[src/hdl/aarm_pkg.sv]
// Shared types and constants of the axis-angle rotation matrix block.
package aarm_pkg;

	localparam int CORDIC_STEPS = 30;
	localparam int XW = 34;
	localparam int ZW = 33;
	localparam int QUEUE_DEPTH = 4;

	localparam logic signed [31:0] CORDIC_GAIN_INV = 32'sh26DD3B6A;

	localparam logic signed [31:0] ATAN_TURN [CORDIC_STEPS] = '{
		32'sh20000000, 32'sh12E4051E, 32'sh09FB385B, 32'sh051111D4, 32'sh028B0D43,
		32'sh0145D7E1, 32'sh00A2F61E, 32'sh00517C55, 32'sh0028BE53, 32'sh00145F2F,
		32'sh000A2F98, 32'sh000517CC, 32'sh00028BE6, 32'sh000145F3, 32'sh0000A2FA,
		32'sh0000517D, 32'sh000028BE, 32'sh0000145F, 32'sh00000A30, 32'sh00000518,
		32'sh0000028C, 32'sh00000146, 32'sh000000A3, 32'sh00000051, 32'sh00000029,
		32'sh00000014, 32'sh0000000A, 32'sh00000005, 32'sh00000003, 32'sh00000001
	};

	typedef struct packed {
		logic [1:0]         quad;
		logic signed [31:0] resid;
		logic signed [15:0] nx;
		logic signed [15:0] ny;
		logic signed [15:0] nz;
		logic signed [31:0] pxx;
		logic signed [31:0] pyy;
		logic signed [31:0] pzz;
		logic signed [31:0] pxy;
		logic signed [31:0] pxz;
		logic signed [31:0] pyz;
	} item_t;

endpackage

[src/hdl/aarm_front.sv]
// Front end: accepts an axis and angle, splits the angle into quadrant and residue
// and forms the axis outer products.
module aarm_front #(
	parameter int ANGLE_BITS = 16
) (
	input  logic                clk,
	input  logic                arst_n,
	input  logic signed [15:0]  axis_x,
	input  logic signed [15:0]  axis_y,
	input  logic signed [15:0]  axis_z,
	input  logic [15:0]         turn_angle,
	input  logic                push,
	output logic                full,
	output logic                q_push,
	output aarm_pkg::item_t     q_wdata,
	input  logic                q_full
);
	import aarm_pkg::*;

	localparam int ASH = 32 - ANGLE_BITS;
	localparam logic [31:0] AMASK = 32'hFFFF_FFFF >> ASH;

	logic        v_s1;
	item_t       itm_s1;
	item_t       itm_d;
	logic [31:0] turn;
	logic [31:0] t;
	logic        take;

	always_comb begin
		turn = (32'(turn_angle) & AMASK) << ASH;
		t = turn + 32'h2000_0000;
		itm_d.quad = t[31:30];
		itm_d.resid = signed'({2'b00, t[29:0]}) - 32'sh2000_0000;
		itm_d.nx = axis_x;
		itm_d.ny = axis_y;
		itm_d.nz = axis_z;
		itm_d.pxx = 32'(axis_x) * 32'(axis_x);
		itm_d.pyy = 32'(axis_y) * 32'(axis_y);
		itm_d.pzz = 32'(axis_z) * 32'(axis_z);
		itm_d.pxy = 32'(axis_x) * 32'(axis_y);
		itm_d.pxz = 32'(axis_x) * 32'(axis_z);
		itm_d.pyz = 32'(axis_y) * 32'(axis_z);
	end

	assign full = v_s1 && q_full;
	assign take = push && !full;
	assign q_push = v_s1 && !q_full;
	assign q_wdata = itm_s1;

	always_ff @(posedge clk or negedge arst_n) begin
		if (!arst_n) begin
			v_s1 <= 1'b0;
		end else if (!v_s1 || !q_full) begin
			v_s1 <= take;
		end
	end

	always_ff @(posedge clk) begin
		if (take) begin
			itm_s1 <= itm_d;
		end
	end

endmodule

[config.mk]
export PLATFORM = sky130hd
export DESIGN_NAME = aarm_front
export DESIGN_NICKNAME = d
export VERILOG_FILES = /design/src/hdl/aarm_pkg.sv /design/src/hdl/aarm_front.sv
export SDC_FILE = /design/constraint.sdc
export NUM_CORES = 2
export LEC_CHECK = 0
export BUFFER_PORTS_ARGS = -buffer_cell sky130_fd_sc_hd__buf_2
export CORE_AREA = 4 4 363 365
export DETAILED_ROUTE_END_ITERATION = 16
export DIE_AREA = 0 0 367 369
export PLACE_DENSITY = 0.67
export SYNTH_ARGS = -nofsm -noshare
export SYNTH_HDL_FRONTEND = slang
export SYNTH_SLANG_ARGS = --single-unit
[constraint.sdc]
create_clock -name clk -period 20.7 [get_ports clk]
set_input_delay 1.035 -clock clk [delete_from_list [all_inputs] [get_ports clk]]
set_output_delay 1.035 -clock clk [all_outputs]
set_load 0.02 [all_outputs]
==> flow_summary.yaml <==
place:
  gp_congestion: 0.858
  dp_hpwl_um: 121000
  io_buffers: 324
detailed_routing:
  dr.pass1.iters: 5
  vias: 44000
  post_drt_wl_per_cell_um: 18.9
  avgViaCountPerCell: 5.22
  routed_wl_um: 159000
  ant_nets: 0
  drc: 0
  drt_iter0_markers: 2485
critical_path:
  cp_num_buf_inv: 6
  cp-start-kind: "input port"
  max_stage_delay_ns: 0.56
  r2r_cells: 5
  crit_path_end_kind: "register"
  crit_path_frequent_cell: "fa_1"
  critPathSlowestCell: "inv_1"
  critical_path_class: "in2reg"
  cp_cell_sequence: "buf_2 > buf_4 > inv_1 > nor2_1 > ha_1 > xor2_1 > fa_1 > fa_1 > inv_1 > fa_1 > fa_1 > inv_1 > fa_1 > inv_1 > ha_1 > and3_1 > and4_1 > o211ai_1 > a21oi_1 > nand4_1 > o21ai_0 > a31oi_1 > mux2i_1 > nand4_1"
  arrival_ns: 8.20
  setup.worst_path.start: "axis_y[3]"
  rrSetupSlack_ns: 17.48
  reg2reg_to: "q_wdata[148]$_DFFE_PP_"
  cp_max_fo: 40
  crit_cells: 24
  worst_r2r_startpoint: "v_s1$_DFFE_PN0N_"
  cp_top_family: "adder cells"
  critical_path.endpoint: "q_wdata[159]$_DFFE_PP_"
  required_ns: 21.04
sta:
  skew_ns: 0.0124
  final_max_slew_viol_count: 0
  finalSetupViolations: 0
  rsz0062_at_grt: "no"
  max_freq_mhz: 127
  final_hold_viol_count: 0
  fin_tns_setup_ns: 0
  fin_crit_ns: 7.86
  worstMarginPinSlew_ns: 1.10
  min_period_over_period: 0.380
  max_slew_margin: 0.266
synthesis:
  yosys.area.top_type: "fa_1"
  ys.flop_type: "edfxtp_1"
  avgSynthCellArea_um2: 9.76
  synth_warnings: 0
  ys_seq_elements: 251
  synthCells: 6560
  ys_seq_area_frac: 0.118
  synth.area.top_cells: "fa_1 46%, edfxtp_1 12%, inv_1 11%"
  async_reset_ff_frac: 0.00398
  synth_area_um2: 64000
  yosysUniqueCellTypes: 73
  synth_top_cell_area_share: 0.465
  synth_edf_count: 250
finish:
  regArea_um2: 7530
  final_nets: 8813
  final_layout_size_suffix_gt1_frac: 0.0734
  area_growth_pct: 6.83
  multi_input_area_um2: 48600
  fillCellCount: 11600
job:
  cap_violations: 0
floorplan:
  row_count: 132
  die_x_um: 367
  core_um2: 129000
  die-area_um2: 135000
  ioPinCount: 344
  initial_utilization: 0.497
  die_h_um: 369
clocking:
  cts_buffers: 38
  h-tree-depth: 2
  clock_path_buffers: 3
  cts.sinks: 251
  cts_hold_buffers: 0
  post_cts_resized: 0
  worstSkewPairLatency_ns: 0.60
  cts_tree: "done"
  post_cts_buffers: 0
  cts_root_buf: "clkbuf_16"
  clk_pin_slew_ns: 0.05
global_routing:
  grtUsageTotal: 0.246
  grt_pass1_wl_um: 263000
  grt_pass1_vias: 49400
  grt_max_degree: 59
  overflow: 0
  antenna_found_initial: 2
status:
  outcome: "completed"
worst_hold_path:
  hp-class: "in2async"
[placed cells by master (no fill, tap or decap), types with 24 or more instances in the layout]
| cell | Yosys | routed |
|---|---|---|
| xor2_1 | 42 | 42 |
| a21o_1 | 63 | 63 |
| nand2_1 | 633 | 633 |
| o21ai_0 | 69 | 69 |
| buf_4 | 24 | 67 |
| o21a_1 | 28 | 28 |
| nand3_1 | 29 | 29 |
| buf_2 | 0 | 324 |
| fa_1 | 1487 | 1487 |
| and2_1 | 412 | 412 |
| nor2_1 | 291 | 291 |
| a21oi_1 | 132 | 132 |
| edfxtp_1 | 250 | 250 |
| ha_1 | 523 | 523 |
| nor3_1 | 24 | 24 |
| inv_1 | 1821 | 1821 |
| clkbuf_16 | 0 | 38 |
| nand2b_1 | 28 | 28 |
| xnor2_1 | 193 | 193 |
| o21bai_1 | 26 | 26 |
[flip-flops by register name, summed over array words and instances (netlist names)]
| signal | count |
|---|---|
| q_wdata | 250 |
| v_s1 | 1 |
[cell usage after synthesis, types with 4 or more instances]
library cell and count:
or3_1 8, buf_4 24, nand2b_1 28, or2_2 12, fa_1 1487, nor3_1 24, nand3_1 29, o21ai_0 69
a311oi_1 4, and4_1 5, nand4_1 11, a2111oi_0 6, o211ai_1 7, o21bai_1 26, clkinv_1 5, nand2_1 633
buf_1 11, and2_1 412, a41o_1 4, a211o_1 6, xor2_1 42, mux2i_1 5, o21a_1 28, clkbuf_1 239
a21o_1 63, a211oi_1 19, edfxtp_1 250, inv_1 1821, nor2b_1 22, nor2_1 291, a31oi_1 9, a21oi_1 132
nor4_1 4, ha_1 523, a21boi_0 4, a31o_2 23, and3_1 20, o31a_1 6, xnor2_1 193, o21ai_1 5
[metal layers]
metal / global-route usage / vias to the layer above / routed length [um]
met4: 0.0802 / 0 / 5590
met3: 0.0387 / 296 / 10100
met2: 0.426 / 1367 / 79300
li1: - / 19600 / -
met1: 0.319 / 22800 / 64100
met5: 0 / - / 0
[worst reg2reg max path, cell delays in order, from the launching register on]
cell     delay, ns
dfrtp_1       0.36
and2_1        0.20
nor2b_4       0.12
buf_4         0.56
buf_4         0.76
buf_4         0.79
[per-stage QoR]
step	cells	area [um^2]	worst slack [ns]	hold WS, ns	util
floorplan	6578	64100	7.64	0.739	-
global placement	8370	67200	12.49	0.664	0.522
detailed placement	8370	67200	12.26	0.681	0.522
CTS	8435	68400	12.91	0.148	0.531
global route	8435	68400	12.49	0.168	0.531
finish	8436	68400	12.84	0.202	0.531
[worst min-delay path by stage]
stage               slack (ns)  cells after the start              from               end
finish                    0.20                      1            arst_n  v_s1$_DFFE_PN0N_
global route              0.17                      1            arst_n  v_s1$_DFFE_PN0N_
CTS                       0.15                      1            arst_n  v_s1$_DFFE_PN0N_
detailed placement        0.68                      2  v_s1$_DFFE_PN0N_  v_s1$_DFFE_PN0N_
global placement          0.66                      2  v_s1$_DFFE_PN0N_  v_s1$_DFFE_PN0N_
floorplan                 0.74                      0            arst_n  v_s1$_DFFE_PN0N_
[area by class of cell]
cell class,instances,share of cell area
Timing Repair Buffer,391,0.0311
Sequential cell,251,0.110
Multi-Input combinational cell,4227,0.711
Antenna cell,1,0.0000366
Clock buffer,40,0.0140
Tap cell,1675,0.0306
Clock inverter,25,0.00346
Inverter,1826,0.100
[cells by family after synthesis]
logic type                 Yosys count  share of synthesized area
AOI/OAI and AO/OA                  453                     0.0476
xor gates and xnor gates           235                     0.0321
adders and majority gates         2010                      0.567
buffers and inverters             2100                      0.124
DFF                                251                      0.118
muxes                                5                   0.000782
other                                1                  0.0000586
and+or+nand+nor                   1505                      0.110
Power is left out: the tool's default activity adds up to more than one toggle a clock period on the data nets, which glitch-free logic cannot reach.
