--- config.mk ---
export PLATFORM = sky130hd
export DESIGN_NAME = aarm_queue
export DESIGN_NICKNAME = d
export VERILOG_FILES = /design/src/hdl/aarm_pkg.sv /design/src/hdl/aarm_queue.sv
export SDC_FILE = /design/constraint.sdc
export NUM_CORES = 1
export LEC_CHECK = 0
export BUFFER_PORTS_ARGS = -buffer_cell sky130_fd_sc_hd__buf_4
export CORE_MARGIN = 4
export CORE_UTILIZATION = 50
export CTS_BUF_LIST = sky130_fd_sc_hd__clkbuf_8
export CTS_CLUSTER_SIZE = 24
export DETAILED_ROUTE_END_ITERATION = 10
export GPL_TIMING_DRIVEN = 0
export PLACE_DENSITY = 0.71
export SYNTH_ARGS = -nofsm -noshare
export SYNTH_HDL_FRONTEND = slang
export SYNTH_SLANG_ARGS = --single-unit
--- constraint.sdc ---
create_clock -name clk -period 10.7 [get_ports clk]
set_clock_uncertainty 0.05 [all_clocks]
set_input_delay 1.605 -clock clk [delete_from_list [all_inputs] [get_ports clk]]
set_output_delay 1.605 -clock clk [all_outputs]
set_load 0.005 [all_outputs]
--- src/hdl/aarm_pkg.sv ---
// Shared types and constants of the axis-angle rotation matrix block.
package aarm_pkg;

	localparam int CORDIC_STEPS = 30;
	localparam int XW = 34;
	localparam int ZW = 33;
	localparam int QUEUE_DEPTH = 4;

	localparam logic signed [31:0] CORDIC_GAIN_INV = 32'sh26DD3B6A;

	localparam logic signed [31:0] ATAN_TURN [CORDIC_STEPS] = '{
		32'sh20000000, 32'sh12E4051E, 32'sh09FB385B, 32'sh051111D4, 32'sh028B0D43,
		32'sh0145D7E1, 32'sh00A2F61E, 32'sh00517C55, 32'sh0028BE53, 32'sh00145F2F,
		32'sh000A2F98, 32'sh000517CC, 32'sh00028BE6, 32'sh000145F3, 32'sh0000A2FA,
		32'sh0000517D, 32'sh000028BE, 32'sh0000145F, 32'sh00000A30, 32'sh00000518,
		32'sh0000028C, 32'sh00000146, 32'sh000000A3, 32'sh00000051, 32'sh00000029,
		32'sh00000014, 32'sh0000000A, 32'sh00000005, 32'sh00000003, 32'sh00000001
	};

	typedef struct packed {
		logic [1:0]         quad;
		logic signed [31:0] resid;
		logic signed [15:0] nx;
		logic signed [15:0] ny;
		logic signed [15:0] nz;
		logic signed [31:0] pxx;
		logic signed [31:0] pyy;
		logic signed [31:0] pzz;
		logic signed [31:0] pxy;
		logic signed [31:0] pxz;
		logic signed [31:0] pyz;
	} item_t;

endpackage

--- src/hdl/aarm_queue.sv ---
// Short queue that decouples the front end from the back end.
module aarm_queue (
	input  logic             clk,
	input  logic             arst_n,
	input  logic             push,
	input  aarm_pkg::item_t  wdata,
	output logic             full,
	output logic             rvalid,
	output aarm_pkg::item_t  rdata,
	input  logic             pop
);
	import aarm_pkg::*;

	localparam int PW = $clog2(QUEUE_DEPTH);

	item_t          mem_q [QUEUE_DEPTH];
	logic [PW-1:0]  wr_q;
	logic [PW-1:0]  rd_q;
	logic [PW:0]    cnt_q;
	logic           do_push;
	logic           do_pop;

	assign full = (cnt_q == (PW+1)'(QUEUE_DEPTH));
	assign rvalid = (cnt_q != '0);
	assign rdata = mem_q[rd_q];
	assign do_push = push && !full;
	assign do_pop = pop && rvalid;

	always_ff @(posedge clk or negedge arst_n) begin
		if (!arst_n) begin
			wr_q <= '0;
			rd_q <= '0;
			cnt_q <= '0;
		end else begin
			if (do_push) begin
				wr_q <= wr_q + 1'b1;
			end
			if (do_pop) begin
				rd_q <= rd_q + 1'b1;
			end
			if (do_push && !do_pop) begin
				cnt_q <= cnt_q + 1'b1;
			end else if (do_pop && !do_push) begin
				cnt_q <= cnt_q - 1'b1;
			end
		end
	end

	always_ff @(posedge clk) begin
		if (do_push) begin
			mem_q[wr_q] <= wdata;
		end
	end

	a_cnt_bound: assert property (@(posedge clk) disable iff (!arst_n)
		cnt_q <= (PW+1)'(QUEUE_DEPTH))
		else $error("queue count beyond depth");
	a_cnt_up: assert property (@(posedge clk) disable iff (!arst_n)
		(do_push && !do_pop) |=> cnt_q == $past(cnt_q) + 1'b1)
		else $error("queue count did not rise on push");
	a_cnt_down: assert property (@(posedge clk) disable iff (!arst_n)
		(do_pop && !do_push) |=> cnt_q == $past(cnt_q) - 1'b1)
		else $error("queue count did not fall on pop");

endmodule

==> Implementation_results.wiki <==
{| class="wikitable"
! Metric !! Value
|-
| CORE AREA || 80300 sq um
|-
| Fraction of post-synthesis cell area in the top cell type by area || 0.814
|-
| Largest fanout of any net on the critical path || 10
|-
| Wire length of the first global-routing pass || 126000 um
|-
| Endpoint of the lowest-slack register-to-register path || mem_q[2][38]
|-
| Met3 track demand over resource || 0.0841
|-
| Routed vias || 18400
|-
| Clock tree sinks || 1103
|-
| Yosys top cell by area || edfxtp_1
|-
| Average instance area after synthesis || 27.6 sq um
|-
| Maximum root-to-sink buffer count || 3
|-
| Leading cell types by total area after synthesis || edfxtp_1 (81%), mux4_2 (8.4%), mux4_1 (8.0%), buf_6 (0.70%), dfrtp_1 (0.43%)
|-
| Post-placement setup slack || 6500 ps
|-
| Pleak || 17.4 nW
|-
| Total wirelength of the detailed-routed design || 85500 um
|-
| Setup Crit Path Kind || register to output pin
|-
| Status || completed
|-
| Post-DR vias/cell || 5.38
|-
| Final design area excluding fillers || 49500 sq um
|-
| Launch instance of the worst min-delay path || cnt_q[2]
|-
| Util after Layout || 0.617
|-
| Die span in y || 292 um
|-
| Tot Pwr || 13.2 mW
|-
| Peak VDD IR || 0.171 mV
|-
| Met2 track demand over resource in global routing || 0.339
|-
| Number of fill cells in the layout || 5466
|-
| Maximum number of pins on one net before global-route repair || 59
|-
| TritonCTS clock tree || built
|-
| GRT Overall Usage || 0.200
|-
| CTS H-tree lvls || 4
|-
| Final critical path time including I/O delays and setup || 4880 ps
|-
| Antenna violations before repair || 20
|-
| PostCTS Resize Cnt || 0
|-
| Signed area change from the synthesized netlist to the final layout || 22.4%
|-
| R2R setup slack || 7690 ps
|-
| Remaining routing DRC violations || 0
|-
| Register bit total from synthesis || 1103
|-
| Final Hold Slack || 466 ps
|-
| Number of slew-limit violations in the final report || 0
|-
| Post-synth EDFFs || 1096
|-
| Asr flop ratio synth || 0.00635
|-
| Critical path startpoint category || register
|-
| Number of violations reported at the end of detailed-routing iteration 0 || 982
|-
| Via count of the first global-routing pass || 20000
|-
| Top Ports || 554
|-
| Effective utilization at floorplan || 0.504
|-
| Ratio of final minimum period to clock period || 0.456
|-
| Clock latency on the worst-skew pair || 790 ps
|-
| Sequential fraction of the synthesis area || 0.818
|-
| Total placed cells including tap cells || 3101
|-
| Postcts setup bufs || 0
|-
| Pre-antenna DRT Iters || 5
|-
| Post-detailed-route wirelength per cell || 25.0 um
|-
| Cts-stage hold buffer count || 0
|-
| Root Buffer Master || clkbuf_8
|-
| Nets in the synthesized netlist || 1751
|-
| Post-detailed-route count of antenna-violating nets || 0
|-
| Fin Setup TNS || 0 ps
|-
| Cell with the most instances after synthesis || edfxtp_1
|-
| Syn. warnings || 0
|-
| Slew headroom || 0.394
|-
| Top_reg_cell synth || edfxtp_1
|-
| Multi-input logic area || 6860 sq um
|-
| RSZ-0062 raised after global routing || false
|-
| Grt ovf || 0
|-
| Worst Hold Path EP || cnt_q[2]
|-
| Global Route met1 Usage || 0.228
|-
| Cells after synthesis || 1467
|-
| Cell depth of the worst hold path || 1
|-
| CTS buffer count || 171
|-
| Ratio of cells with drive above 1 in the final layout || 0.423
|-
| CP Data Arrival Time || 3230 ps
|-
| Clock-pin slew of the registers on the worst-case setup and hold paths || 60 ps
|-
| Final #Nets || 2498
|-
| Power per cell area || 266 nW/um^2
|-
| Routability congestion estimate || 0.738
|-
| Required @ worst endpoint || 9050 ps
|-
| Reg2reg path depth || 6
|-
| Placement Cell Area || 46500 sq um
|-
| Standard-cell rows || 104
|-
| Count of port buffers added during placement || 553
|-
| Synth cell types || 21
|-
| Busiest grt layer || met2
|-
| Worst R2R Start || cnt_q[2]
|-
| Final setup violation count || 0
|-
| Detail Placement HPWL || 56600 um
|-
| Combined area of all synthesized cells || 40400 sq um
|-
| Worst slew pin tran || 909 ps
|-
| Ranking of synthesized cells by instance count || edfxtp_1 (1096), mux4_2 (151), mux4_1 (123)
|-
| Area of the die || 85500 sq um
|-
| Achievable frequency || 205 MHz
|-
| Area occupied by registers || 33100 sq um
|-
| Horizontal die dimension || 292 um
|-
| Count of maximum capacitance violations || 0
|-
| Endpoint kind of the worst setup timing path || output pin
|-
| Count of placed standard cells in the final layout, fillers left out || 3419
|-
| Number of endpoints with negative hold slack in the final report || 0
|-
| Class of the worst hold path || register to register
|-
| Setup slack of the critical path after layout || 5820 ps
|}
[logic make-up (layout without fill, tap and decap cells)]
kind of cell,count (synthesis),after routing,synth area share
and+or+nand+nor,10,10,0.00142
other,0,19,0
muxes,276,276,0.165
buffers and inverters,66,939,0.0125
adders and majority gates,6,6,0.00204
DFF,1103,1103,0.818
xor gates and xnor gates,6,6,0.00130
[worst max-delay path by stage]
stage          cells after the start    start  slack [ps]           end
2_1_floorplan                      3     push        1790   mem_q[0][0]
3_3_place_gp                       4     push       -3580  mem_q[1][35]
3_5_place_dp                       6     push        6500  mem_q[2][35]
4_1_cts                            5  rd_q[1]        5600     rdata[16]
5_1_grt                            5  rd_q[1]        5570     rdata[16]
6_report                           5  rd_q[1]        5820     rdata[16]
[power breakdown]
group	total [mW]	switching, mW	internal (mW)	leakage, nW
Clock	3.06	1.54	1.52	1.75
Combinational	4.26	2.07	2.19	5.56
Sequential	5.86	0.159	5.70	10.1
Total	13.2	3.77	9.41	17.4
[flip-flops by register name (all words and copies together), names as in the netlist]
signal,cells
rd_q,2
wr_q,2
cnt_q,3
mem_q,1096
[routing by layer]
metal | up-vias | wire, um
met1 | 9621 | 30300
met4 | 8 | 2390
met3 | 144 | 7780
li1 | 8069 | -
met2 | 564 | 45000
met5 | - | 52
[worst max-delay path, cell delays in order (launching register included)]
cell and delay, ps:
dfrtp_1 320, clkbuf_1 350, clkbuf_1 730, buf_2 450, mux4_2 400, buf_4 160
[cells in the final DEF, fill, tap and decap left out, types with 3 or more instances in the layout]
| cell type | synthesis | layout |
|---|---|---|
| buf_6 | 25 | 25 |
| ha_1 | 5 | 5 |
| diode_2 | 0 | 19 |
| clkinv_2 | 0 | 15 |
| clkbuf_8 | 0 | 175 |
| mux4_2 | 151 | 151 |
| buf_8 | 3 | 3 |
| inv_1 | 3 | 64 |
| dfrtp_1 | 7 | 7 |
| clkinv_1 | 0 | 37 |
| edfxtp_1 | 1096 | 1096 |
| buf_2 | 29 | 29 |
| xnor2_1 | 4 | 4 |
| inv_6 | 0 | 5 |
| mux4_1 | 123 | 123 |
| and2_4 | 0 | 4 |
| clkbuf_1 | 6 | 6 |
| buf_4 | 0 | 553 |
| buf_16 | 0 | 20 |
[layout make-up]
class | count | area share
multi-input combinational | 298 | 0.139
clock inverter | 124 | 0.0112
buffer | 63 | 0.00998
sequential | 1103 | 0.668
antenna | 19 | 0.000960
inverter | 3 | 0.000227
tap | 1060 | 0.0268
timing repair buffer | 574 | 0.0954
clock buffer | 175 | 0.0486
Note: power is estimated with default switching activity, not from simulation.
